### src/sv/bspg_pkg.sv
// Package for the Bezier segment point generator.
// Holds the state, operand and destination codes and the per-point multiply schedule.
// No dependencies; imported by bezier_segment_point_generator.
package bspg_pkg;

    localparam int CFG_INDEX_W = 2;
    localparam int CFG_DATA_W  = 6;
    localparam int DEGREE_W    = 2;
    localparam int STEPS_W     = 6;
    localparam int PHASE_W     = 2;
    localparam int SEQ_W       = 4;
    localparam int WIN_DEPTH   = 4;

    localparam logic [CFG_INDEX_W-1:0] CFG_CURVE_DEGREE = 2'd0;
    localparam logic [CFG_INDEX_W-1:0] CFG_STEPS        = 2'd1;

    localparam logic [DEGREE_W-1:0] DEGREE_RESET = 2'd2;
    localparam logic [DEGREE_W-1:0] DEGREE_MIN   = 2'd2;
    localparam logic [DEGREE_W-1:0] DEGREE_CUBIC = 2'd3;

    localparam logic [STEPS_W-1:0] STEPS_RESET   = 6'd5;
    localparam logic [STEPS_W-1:0] STEPS_DEFAULT = 6'd5;

    typedef enum logic [2:0] {
        S_IDLE,
        S_DIV,
        S_CALC,
        S_DRAIN,
        S_FIN
    } state_t;

    // Weight-side multiplier operand (unsigned).
    typedef enum logic [3:0] {
        A_U, A_T, A_UU, A_TT, A_TU, A_TU2, A_W0, A_W1, A_W2, A_W3
    } a_sel_t;

    // Signed multiplier operand: a curve parameter or a window coordinate.
    typedef enum logic [3:0] {
        B_U, B_T, B_X0, B_X1, B_X2, B_X3, B_Y0, B_Y1, B_Y2, B_Y3
    } b_sel_t;

    // Where a product goes. D_W1 and D_W2 store three times the rounded product.
    typedef enum logic [3:0] {
        D_NONE, D_UU, D_TT, D_TU, D_W0, D_W1, D_W2, D_W3, D_AX, D_AY
    } dst_t;

    typedef struct packed {
        a_sel_t a_sel;
        b_sel_t b_sel;
        dst_t   dst;
        logic   last;
    } seq_op_t;

    function automatic seq_op_t mk_op(input a_sel_t a, input b_sel_t b, input dst_t d,
                                      input logic l);
        seq_op_t op;
        op.a_sel = a;
        op.b_sel = b;
        op.dst   = d;
        op.last  = l;
        return op;
    endfunction

    // One multiply per step. A product is written back in the cycle after issue, so
    // no step reads a value produced by the step just before it.
    function automatic seq_op_t seq_op(input logic cubic, input logic [SEQ_W-1:0] step);
        seq_op_t op;
        op = mk_op(A_U, B_U, D_NONE, 1'b1);
        if (cubic) begin
            case (step)
                0:       op = mk_op(A_U,  B_U,  D_UU, 1'b0);
                1:       op = mk_op(A_T,  B_T,  D_TT, 1'b0);
                2:       op = mk_op(A_T,  B_U,  D_TU, 1'b0);
                3:       op = mk_op(A_UU, B_U,  D_W0, 1'b0);
                4:       op = mk_op(A_TU, B_U,  D_W1, 1'b0);
                5:       op = mk_op(A_TU, B_T,  D_W2, 1'b0);
                6:       op = mk_op(A_TT, B_T,  D_W3, 1'b0);
                7:       op = mk_op(A_W0, B_X0, D_AX, 1'b0);
                8:       op = mk_op(A_W0, B_Y0, D_AY, 1'b0);
                9:       op = mk_op(A_W1, B_X1, D_AX, 1'b0);
                10:      op = mk_op(A_W1, B_Y1, D_AY, 1'b0);
                11:      op = mk_op(A_W2, B_X2, D_AX, 1'b0);
                12:      op = mk_op(A_W2, B_Y2, D_AY, 1'b0);
                13:      op = mk_op(A_W3, B_X3, D_AX, 1'b0);
                14:      op = mk_op(A_W3, B_Y3, D_AY, 1'b1);
                default: op = mk_op(A_U,  B_U,  D_NONE, 1'b1);
            endcase
        end else begin
            case (step)
                0:       op = mk_op(A_U,   B_U,  D_UU, 1'b0);
                1:       op = mk_op(A_T,   B_T,  D_TT, 1'b0);
                2:       op = mk_op(A_T,   B_U,  D_TU, 1'b0);
                3:       op = mk_op(A_UU,  B_X1, D_AX, 1'b0);
                4:       op = mk_op(A_UU,  B_Y1, D_AY, 1'b0);
                5:       op = mk_op(A_TU2, B_X2, D_AX, 1'b0);
                6:       op = mk_op(A_TU2, B_Y2, D_AY, 1'b0);
                7:       op = mk_op(A_TT,  B_X3, D_AX, 1'b0);
                8:       op = mk_op(A_TT,  B_Y3, D_AY, 1'b1);
                default: op = mk_op(A_U,   B_U,  D_NONE, 1'b1);
            endcase
        end
        return op;
    endfunction

endpackage

### src/sv/bezier_segment_point_generator.sv
// Bezier segment point generator: top level with sequencer, shared multiplier and output register.
// Depends on bspg_pkg for state and operand codes and the multiply schedule.
//
//   channel   | direction | handshake                  | payload
//   ----------+-----------+----------------------------+----------------------------------
//   point     | in        | point_valid / point_ready  | point_x, point_y
//   curve     | out       | curve_valid / curve_ready  | curve_x, curve_y, last_of_segment
//   cfg       | in        | cfg_write_en (no wait)     | cfg_index, cfg_data
//
// A control point that does not close a segment is simply taken into the window. A closing
// point starts a restoring divide of 2^T_FRAC_BITS by the step count, one quotient bit a cycle.
// Each curve point then runs 9 (quadratic) or 15 (cubic) multiplies on the single
// multiplier, followed by a drain state and a finishing state.
// Reset clears the window, phase and all handshake state and restores the configuration at once.
// point_ready is low while a segment is being evaluated; a full output register holds the
// sequencer in its finishing cycle until curve_ready takes the waiting transfer.
module bezier_segment_point_generator
    import bspg_pkg::*;
#(
    parameter int COORD_WIDTH = 24,
    parameter int MAX_STEPS   = 63,
    parameter int T_FRAC_BITS = 16
) (
    input  logic                          clk,
    input  logic                          rst_n,

    input  logic                          cfg_write_en,
    input  logic [CFG_INDEX_W-1:0]        cfg_index,
    input  logic [CFG_DATA_W-1:0]         cfg_data,

    input  logic                          point_valid,
    output logic                          point_ready,
    input  logic signed [COORD_WIDTH-1:0] point_x,
    input  logic signed [COORD_WIDTH-1:0] point_y,

    output logic                          curve_valid,
    input  logic                          curve_ready,
    output logic signed [COORD_WIDTH-1:0] curve_x,
    output logic signed [COORD_WIDTH-1:0] curve_y,
    output logic                          last_of_segment
);

    // Curve parameter t, u and their products have T_FRAC_BITS fraction bits and reach 1.0.
    localparam int F      = T_FRAC_BITS;
    localparam int TW     = F + 1;
    localparam int WW     = F + 2;
    localparam int AW     = WW + 1;
    localparam int BW     = (COORD_WIDTH > F + 2) ? COORD_WIDTH : F + 2;
    localparam int PW     = AW + BW;
    localparam int ACC_W  = COORD_WIDTH + F + 4;
    localparam int N_W    = $clog2(MAX_STEPS + 1);
    localparam int R_W    = N_W + 1;
    localparam int DCNT_W = $clog2(F + 1);

    localparam logic [TW-1:0]           T_ONE    = {1'b1, {F{1'b0}}};
    localparam logic [PW-1:0]           P_HALF   = {{(PW - F){1'b0}}, 1'b1, {(F - 1){1'b0}}};
    localparam logic signed [ACC_W-1:0] ACC_HALF = {{(ACC_W - F){1'b0}}, 1'b1, {(F - 1){1'b0}}};
    localparam logic signed [ACC_W-1:0] COORD_MAX =
        {{(ACC_W - COORD_WIDTH + 1){1'b0}}, {(COORD_WIDTH - 1){1'b1}}};
    localparam logic signed [ACC_W-1:0] COORD_MIN =
        {{(ACC_W - COORD_WIDTH + 1){1'b1}}, {(COORD_WIDTH - 1){1'b0}}};
    localparam logic [STEPS_W-1:0]      STEPS_MAX = STEPS_W'(MAX_STEPS);
    localparam logic [DCNT_W-1:0]       DCNT_TOP  = DCNT_W'(F);

    // Control state.
    state_t                 state_reg, state_next;
    logic [DEGREE_W-1:0]    degree_reg, degree_next;
    logic [STEPS_W-1:0]     steps_reg, steps_next;
    logic                   primed_reg, primed_next;
    logic [PHASE_W-1:0]     phase_reg, phase_next;
    logic [N_W-1:0]         k_reg, k_next;
    logic [SEQ_W-1:0]       step_reg, step_next;
    logic [DCNT_W-1:0]      dcnt_reg, dcnt_next;
    dst_t                   dst_reg, dst_next;
    logic                   out_valid_reg, out_valid_next;

    // Control-point window; the newest point sits at the highest index.
    logic signed [COORD_WIDTH-1:0] win_x_reg [WIN_DEPTH];
    logic signed [COORD_WIDTH-1:0] win_x_next [WIN_DEPTH];
    logic signed [COORD_WIDTH-1:0] win_y_reg [WIN_DEPTH];
    logic signed [COORD_WIDTH-1:0] win_y_next [WIN_DEPTH];

    // Datapath.
    logic [N_W-1:0]         n_reg, n_next;
    logic                   cubic_reg, cubic_next;
    logic [TW-1:0]          quot_reg, quot_next;
    logic [N_W-1:0]         rem_reg, rem_next;
    logic [N_W-1:0]         trem_reg, trem_next;
    logic [TW-1:0]          t_reg, t_next;
    logic [TW-1:0]          uu_reg, uu_next;
    logic [TW-1:0]          tt_reg, tt_next;
    logic [TW-1:0]          tu_reg, tu_next;
    logic [WW-1:0]          w_reg [WIN_DEPTH];
    logic [WW-1:0]          w_next [WIN_DEPTH];
    logic signed [PW-1:0]   prod_reg, prod_next;
    logic signed [ACC_W-1:0] acc_x_reg, acc_x_next;
    logic signed [ACC_W-1:0] acc_y_reg, acc_y_next;
    logic signed [COORD_WIDTH-1:0] cx_reg, cx_next;
    logic signed [COORD_WIDTH-1:0] cy_reg, cy_next;
    logic                   last_reg, last_next;

    // Combinational helpers.
    seq_op_t                op_cur;
    logic [TW-1:0]          u_val;
    logic [WW-1:0]          a_val;
    logic signed [BW-1:0]   b_val;
    logic [PW-1:0]          rnd_sum;
    logic [PW-1:0]          rnd_val;
    logic [WW-1:0]          r_w;
    logic [WW-1:0]          r3_w;
    logic [STEPS_W-1:0]     steps_eff;
    logic [STEPS_W-1:0]     steps_clamped;
    logic [R_W-1:0]         div_shift;
    logic                   div_bit;
    logic [R_W-1:0]         tsum;
    logic                   tcarry;
    logic [PHASE_W:0]       phase_inc;
    logic                   in_xfer;
    logic                   out_free;
    logic signed [ACC_W-1:0] fin_x;
    logic signed [ACC_W-1:0] fin_y;

    function automatic logic signed [COORD_WIDTH-1:0] finish_coord(
        input logic signed [ACC_W-1:0] acc);
        logic signed [ACC_W-1:0] v;
        logic signed [ACC_W-1:0] q;
        v = acc + ACC_HALF;
        q = v >>> F;
        if (q > COORD_MAX) begin
            q = COORD_MAX;
        end else if (q < COORD_MIN) begin
            q = COORD_MIN;
        end
        return q[COORD_WIDTH-1:0];
    endfunction

    assign point_ready     = (state_reg == S_IDLE);
    assign curve_valid     = out_valid_reg;
    assign curve_x         = cx_reg;
    assign curve_y         = cy_reg;
    assign last_of_segment = last_reg;

    assign in_xfer  = point_valid && point_ready;
    assign out_free = !out_valid_reg || curve_ready;
    assign op_cur   = seq_op(cubic_reg, step_reg);
    assign u_val    = T_ONE - t_reg;

    // Step count of zero falls back to the default, then saturates to the largest supported.
    assign steps_eff     = (steps_reg == '0) ? STEPS_DEFAULT : steps_reg;
    assign steps_clamped = (steps_eff > STEPS_MAX) ? STEPS_MAX : steps_eff;

    // Restoring divide of 2^F by n: the dividend has a single one at bit F.
    assign div_bit   = (dcnt_reg == DCNT_TOP);
    assign div_shift = {rem_reg, div_bit};

    // t advances by 2^F/n per point; the remainder carries the rounding exactly.
    assign tsum   = {1'b0, trem_reg} + {1'b0, rem_reg};
    assign tcarry = (tsum >= {1'b0, n_reg});

    assign phase_inc = {1'b0, phase_reg} + {{PHASE_W{1'b0}}, 1'b1};

    // Shared multiplier operand selection.
    always_comb
    begin
        case (op_cur.a_sel)
            A_U:     a_val = WW'(u_val);
            A_T:     a_val = WW'(t_reg);
            A_UU:    a_val = WW'(uu_reg);
            A_TT:    a_val = WW'(tt_reg);
            A_TU:    a_val = WW'(tu_reg);
            A_TU2:   a_val = {tu_reg, 1'b0};
            A_W0:    a_val = w_reg[0];
            A_W1:    a_val = w_reg[1];
            A_W2:    a_val = w_reg[2];
            A_W3:    a_val = w_reg[3];
            default: a_val = '0;
        endcase
        case (op_cur.b_sel)
            B_U:     b_val = $signed(BW'(u_val));
            B_T:     b_val = $signed(BW'(t_reg));
            B_X0:    b_val = BW'(win_x_reg[0]);
            B_X1:    b_val = BW'(win_x_reg[1]);
            B_X2:    b_val = BW'(win_x_reg[2]);
            B_X3:    b_val = BW'(win_x_reg[3]);
            B_Y0:    b_val = BW'(win_y_reg[0]);
            B_Y1:    b_val = BW'(win_y_reg[1]);
            B_Y2:    b_val = BW'(win_y_reg[2]);
            B_Y3:    b_val = BW'(win_y_reg[3]);
            default: b_val = '0;
        endcase
    end

    assign prod_next = $signed({1'b0, a_val}) * b_val;

    // Weight products are nonnegative and round half up at the fraction point.
    assign rnd_sum = $unsigned(prod_reg) + P_HALF;
    assign rnd_val = rnd_sum >> F;
    assign r_w     = rnd_val[WW-1:0];
    assign r3_w    = r_w + {r_w[WW-2:0], 1'b0};

    assign fin_x = acc_x_reg;
    assign fin_y = acc_y_reg;

    // Next state and datapath control.
    always_comb
    begin
        state_next     = state_reg;
        degree_next    = degree_reg;
        steps_next     = steps_reg;
        primed_next    = primed_reg;
        phase_next     = phase_reg;
        k_next         = k_reg;
        step_next      = step_reg;
        dcnt_next      = dcnt_reg;
        dst_next       = D_NONE;
        out_valid_next = out_valid_reg && !curve_ready;
        win_x_next     = win_x_reg;
        win_y_next     = win_y_reg;
        n_next         = n_reg;
        cubic_next     = cubic_reg;
        quot_next      = quot_reg;
        rem_next       = rem_reg;
        trem_next      = trem_reg;
        t_next         = t_reg;
        uu_next        = uu_reg;
        tt_next        = tt_reg;
        tu_next        = tu_reg;
        w_next         = w_reg;
        acc_x_next     = acc_x_reg;
        acc_y_next     = acc_y_reg;
        cx_next        = cx_reg;
        cy_next        = cy_reg;
        last_next      = last_reg;

        if (cfg_write_en) begin
            case (cfg_index)
                CFG_CURVE_DEGREE: degree_next = cfg_data[DEGREE_W-1:0];
                CFG_STEPS:        steps_next  = cfg_data[STEPS_W-1:0];
                default:          ;
            endcase
        end

        // Write-back of the product issued in the previous cycle.
        case (dst_reg)
            D_UU:    uu_next    = r_w[TW-1:0];
            D_TT:    tt_next    = r_w[TW-1:0];
            D_TU:    tu_next    = r_w[TW-1:0];
            D_W0:    w_next[0]  = r_w;
            D_W1:    w_next[1]  = r3_w;
            D_W2:    w_next[2]  = r3_w;
            D_W3:    w_next[3]  = r_w;
            D_AX:    acc_x_next = acc_x_reg + ACC_W'(prod_reg);
            D_AY:    acc_y_next = acc_y_reg + ACC_W'(prod_reg);
            default: ;
        endcase

        case (state_reg)
            S_IDLE:
            begin
                if (in_xfer) begin
                    for (int i = 0; i < WIN_DEPTH - 1; i++) begin
                        win_x_next[i] = win_x_reg[i + 1];
                        win_y_next[i] = win_y_reg[i + 1];
                    end
                    win_x_next[WIN_DEPTH - 1] = point_x;
                    win_y_next[WIN_DEPTH - 1] = point_y;
                    if (!primed_reg) begin
                        primed_next = 1'b1;
                        phase_next  = '0;
                    end else if (degree_reg >= DEGREE_MIN) begin
                        if (phase_inc >= {1'b0, degree_reg}) begin
                            phase_next = '0;
                            n_next     = steps_clamped[N_W-1:0];
                            cubic_next = (degree_reg == DEGREE_CUBIC);
                            dcnt_next  = DCNT_TOP;
                            rem_next   = '0;
                            quot_next  = '0;
                            state_next = S_DIV;
                        end else begin
                            phase_next = phase_inc[PHASE_W-1:0];
                        end
                    end
                end
            end
            S_DIV:
            begin
                if (div_shift >= {1'b0, n_reg}) begin
                    rem_next  = N_W'(div_shift - {1'b0, n_reg});
                    quot_next = {quot_reg[TW-2:0], 1'b1};
                end else begin
                    rem_next  = div_shift[N_W-1:0];
                    quot_next = {quot_reg[TW-2:0], 1'b0};
                end
                dcnt_next = dcnt_reg - DCNT_W'(1);
                if (dcnt_reg == '0) begin
                    k_next     = '0;
                    t_next     = '0;
                    trem_next  = n_reg >> 1;
                    step_next  = '0;
                    acc_x_next = '0;
                    acc_y_next = '0;
                    state_next = S_CALC;
                end
            end
            S_CALC:
            begin
                dst_next  = op_cur.dst;
                step_next = step_reg + SEQ_W'(1);
                if (op_cur.last) begin
                    state_next = S_DRAIN;
                end
            end
            S_DRAIN:
            begin
                state_next = S_FIN;
            end
            S_FIN:
            begin
                if (out_free) begin
                    out_valid_next = 1'b1;
                    cx_next        = finish_coord(fin_x);
                    cy_next        = finish_coord(fin_y);
                    last_next      = (k_reg == n_reg);
                    if (k_reg == n_reg) begin
                        state_next = S_IDLE;
                    end else begin
                        k_next     = k_reg + N_W'(1);
                        t_next     = t_reg + quot_reg + TW'(tcarry);
                        trem_next  = tcarry ? N_W'(tsum - {1'b0, n_reg}) : tsum[N_W-1:0];
                        step_next  = '0;
                        acc_x_next = '0;
                        acc_y_next = '0;
                        state_next = S_CALC;
                    end
                end
            end
            default:
            begin
                state_next = S_IDLE;
            end
        endcase
    end

    // Control registers.
    always_ff @(posedge clk or negedge rst_n)
    begin
        if (!rst_n) begin
            state_reg     <= S_IDLE;
            degree_reg    <= DEGREE_RESET;
            steps_reg     <= STEPS_RESET;
            primed_reg    <= 1'b0;
            phase_reg     <= '0;
            k_reg         <= '0;
            step_reg      <= '0;
            dcnt_reg      <= '0;
            dst_reg       <= D_NONE;
            out_valid_reg <= 1'b0;
            for (int i = 0; i < WIN_DEPTH; i++) begin
                win_x_reg[i] <= '0;
                win_y_reg[i] <= '0;
            end
        end else begin
            state_reg     <= state_next;
            degree_reg    <= degree_next;
            steps_reg     <= steps_next;
            primed_reg    <= primed_next;
            phase_reg     <= phase_next;
            k_reg         <= k_next;
            step_reg      <= step_next;
            dcnt_reg      <= dcnt_next;
            dst_reg       <= dst_next;
            out_valid_reg <= out_valid_next;
            win_x_reg     <= win_x_next;
            win_y_reg     <= win_y_next;
        end
    end

    // Datapath registers.
    always_ff @(posedge clk)
    begin
        n_reg     <= n_next;
        cubic_reg <= cubic_next;
        quot_reg  <= quot_next;
        rem_reg   <= rem_next;
        trem_reg  <= trem_next;
        t_reg     <= t_next;
        uu_reg    <= uu_next;
        tt_reg    <= tt_next;
        tu_reg    <= tu_next;
        w_reg     <= w_next;
        prod_reg  <= prod_next;
        acc_x_reg <= acc_x_next;
        acc_y_reg <= acc_y_next;
        cx_reg    <= cx_next;
        cy_reg    <= cy_next;
        last_reg  <= last_next;
    end

`ifndef ASSERT_OFF
    // The stepped parameter must land exactly on one at the closing point.
    assert property (@(posedge clk) disable iff (!rst_n)
        (state_reg == S_FIN && k_reg == n_reg) |-> (t_reg == T_ONE))
        else $error("curve parameter does not reach one at the last point");

    // The rounding remainder stays below the step count while points are evaluated.
    assert property (@(posedge clk) disable iff (!rst_n)
        (state_reg == S_CALC) |-> (trem_reg < n_reg))
        else $error("parameter remainder out of range");

    // Products are written back only in the cycle after the sequencer issued them.
    assert property (@(posedge clk) disable iff (!rst_n)
        (dst_reg != D_NONE) |-> $past(state_reg == S_CALC))
        else $error("product write-back without an issuing step");
`endif

endmodule

### config.mk
export PLATFORM = sky130hd
export DESIGN_NAME = bezier_segment_point_generator
export DESIGN_NICKNAME = d
export VERILOG_FILES = /design/src/sv/bspg_pkg.sv /design/src/sv/bezier_segment_point_generator.sv
export SDC_FILE = /design/constraint.sdc
export NUM_CORES = 2
export LEC_CHECK = 0
export ABC_CLOCK_PERIOD_IN_PS = 8150
export BUFFER_PORTS_ARGS = -buffer_cell sky130_fd_sc_hd__buf_2
export CORE_UTILIZATION = 25
export DETAILED_ROUTE_END_ITERATION = 8
export HOLD_SLACK_MARGIN = 0.03
export PLACE_DENSITY = 0.37
export SYNTH_ARGS = -nofsm -noshare
export SYNTH_HDL_FRONTEND = slang
export SYNTH_SLANG_ARGS = --single-unit
export TNS_END_PERCENT = 10
### constraint.sdc
create_clock -name clk -period 8.15 [get_ports clk]
set_clock_uncertainty 0.1 [all_clocks]
set_input_delay 0.815 -clock clk [delete_from_list [all_inputs] [get_ports clk]]
set_output_delay 0.815 -clock clk [all_outputs]
set_load 0.03 [all_outputs]
==> results.toml <==
[placed_design]
finalWeightedCongestion = 0.854
dp_cells = 8174
place_hpwl_um = 129000
portBuffers = 111

[clock_tree]
ctsHtreeMaxLevel = 3
clk_pin_slew_ps = 60
cts_buffers = 77
clockRootBuffer = "clkbuf_16"
clk_latency_ps = 740
cts_tree = "yes"
clk_path_buf_depth = 3
cts.sinks = 582

[outcome]
status = "complete, but fails checks"
violations = "negative setup slack"

[sta]
setup_violations = 23
post-route-period-util_pct = 107
hold_violations = 0
fmax_mhz = 115
setup_ws_ps = -555
slew_violations = 0
min_period_ps = 8710
tightest_slew_ps = 1360
rsz0062_at_grt = "true"
max_slew_margin_pct = 8.77

[die]
fp-row-count = 158
dieArea_sq_um = 190000
die_h_um = 436
die_x_um = 436
start_util_pct = 25.3
ios = 112
coreArea_sq_um = 186000

[setup_path]
critPathKind = "register to register"
arrival_ps = 9230
path_buf_inv = 9
start_kind = "register"
worstPathRequired_ps = 8680
crit_path_frequent_cell = "fa_1"
crit_slowest_cell = "fa_1"
crit_cells = 38
rr_worst_depth = 38
path_delay_family = "adder cells"
path_max_fanout = 5
critPathMaxStageDelay_ps = 540
endpoint_kind = "register"

[grt]
antenna_found_initial = 8
grt_pass1_wl_um = 251000
overflow = 0
first_global_vias = 39600
grt.total_usage_pct = 17.3
grt_start_max_net_pins = 110

[detailed_routing]
wirelength_um = 163000
detail-route-antenna-nets = 0
routedWlPerCell_um = 19.4
drc = 0
via_per_inst = 4.55
route.vias.total = 38200
initialDrtViolationCount = 2522
dr.pass1.iters = 7

[layout]
syn2layout_area_growth_pct = 26.4
final_cell_mix = "nand2_1, inv_1, buf_4"
finalNetCount = 6612
drive_gt1_share_pct = 20.0
final_cells = 8395
final_common_cell = "nand2_1"
nFillCells = 19700

[logic_synthesis]
synth_edf_count = 225
synth-async-reset-ratio_pct = 38.8
synth_area_leaders = "fa_1, edfxtp_1, dfrtp_1"
synth-main-ff-cell = "edfxtp_1"
ys.warnings.count = 0
yosysTopAreaCell = "fa_1"
syn-mean-instance-area_sq_um = 9.05
synthDistinctLibCells = 100
synth_top_cell_area_share_pct = 18.6
ys_seq_area_share_pct = 32.0
synth_seq_cells = 582
syn_inst = 5199
synth_area_sq_um = 47100
synth_fp_nets = 5962

[min_path]
min_path_type = "input port to async pin"

[job]
max-cap-violations = 0
[final cells by class]
type                            instances  area (sq um)  share of cell area (%)
Antenna cell                            2          5.00                 0.00841
Clock buffer                          103          2190                    3.68
Clock inverter                         40           378                   0.635
Inverter                              661          2490                    4.19
Multi-Input combinational cell       3747         29900                    50.2
Sequential cell                       582         15000                    25.3
Tap cell                             2480          3100                    5.22
Timing Repair Buffer                  780          6400                    10.8
[metal layers]
metal | wire length (um) | global-route usage [%] | vias to the layer above
met3 | 5130 | 1.60 | 126
met4 | 2680 | 3.59 | 0
met1 | 78800 | 24.2 | 19100
li1 | - | - | 18400
met2 | 76600 | 28.7 | 595
met5 | 0 | 0 | -
[cells by family (layout without fill, tap and decap cells)]
| logic type | Yosys count | in the layout | share of synthesized area, % |
|---|---|---|---|
| other | 0 | 2 | 0 |
| AO/OA/AOI/OAI | 868 | 869 | 12.2 |
| multiplexers | 37 | 37 | 0.867 |
| AND/OR/NAND/NOR | 1903 | 1903 | 17.8 |
| XOR/XNOR | 236 | 236 | 4.39 |
| adder cells (fa/ha/maj) | 702 | 702 | 25.7 |
| buffers and inverters | 871 | 1584 | 7.21 |
| flip-flops | 582 | 582 | 32.0 |
[timing repair]
action	in CTS	in global routing
cloned	1	2
endpoints found under the setup margin	30	30
hold buffers	0	0
buffers inserted	49	25
pin swaps	75	64
gates resized for setup	128	96
[Yosys cell counts (8+ instances only)]
cell type	number
a211o_1	12
nor3b_1	9
o21a_1	14
mux2i_1	25
and3_1	58
o21ai_1	19
inv_1	657
buf_2	70
and4_1	14
nor3_1	49
ha_1	264
nand3_1	92
a222oi_1	17
nand2_1	1166
dfxtp_1	131
fa_1	438
a221o_1	13
a221oi_1	22
or3_1	20
nand4_1	36
clkbuf_1	131
xnor2_1	136
o31ai_1	14
dfrtp_1	223
edfxtp_1	225
o211ai_1	13
o21ai_0	140
xor2_1	100
a21oi_1	284
a22o_1	15
nor2_1	224
a22oi_1	30
a31oi_1	23
mux2_2	10
and2_1	63
nand2b_1	40
a21o_1	104
a211oi_1	29
o21bai_1	26
nor2b_1	76
or2_2	11
nand3b_1	8
[through the flow]
step	worst slack [ps]	setup TNS (ps)	area, sq um	util (%)	hold WS, ps
after floorplan	-74.6	-133	47500	-	336
after global placement	-1130	-20800	55200	29.6	342
after detailed placement	-1120	-21230	55200	29.6	350
after CTS	-565	-8630	58800	31.6	79.2
after global routing	-867	-17020	59500	31.9	166
final	-555	-8200	59500	31.9	112
[final timing paths]
check	start	to	slack (ps)
worst max-delay path	step_reg[1]	prod_reg[36]	-560
worst min-delay path	rst_n	step_reg[1]	110
worst max register to register	step_reg[1]	prod_reg[36]	-560
worst min register to register	acc_x_reg[11]	acc_x_reg[11]	360
max in group asynchronous	rst_n	win_x_reg[80]	6370
min in group clk	cfg_data[0]	steps_reg[0]	220
[worst reg2reg max path, delay by kind of cell, from the launching register on]
family	cells	cell delay, ps
xor+xnor	1	130
compound gates	12	2230
mux	1	270
fa+ha+maj	9	3520
flops	1	420
buf+inv	9	1000
simple gates	6	900
Power is left out: the tool's default activity adds up to more than one toggle a clock period on the data nets, which glitch-free logic cannot reach.
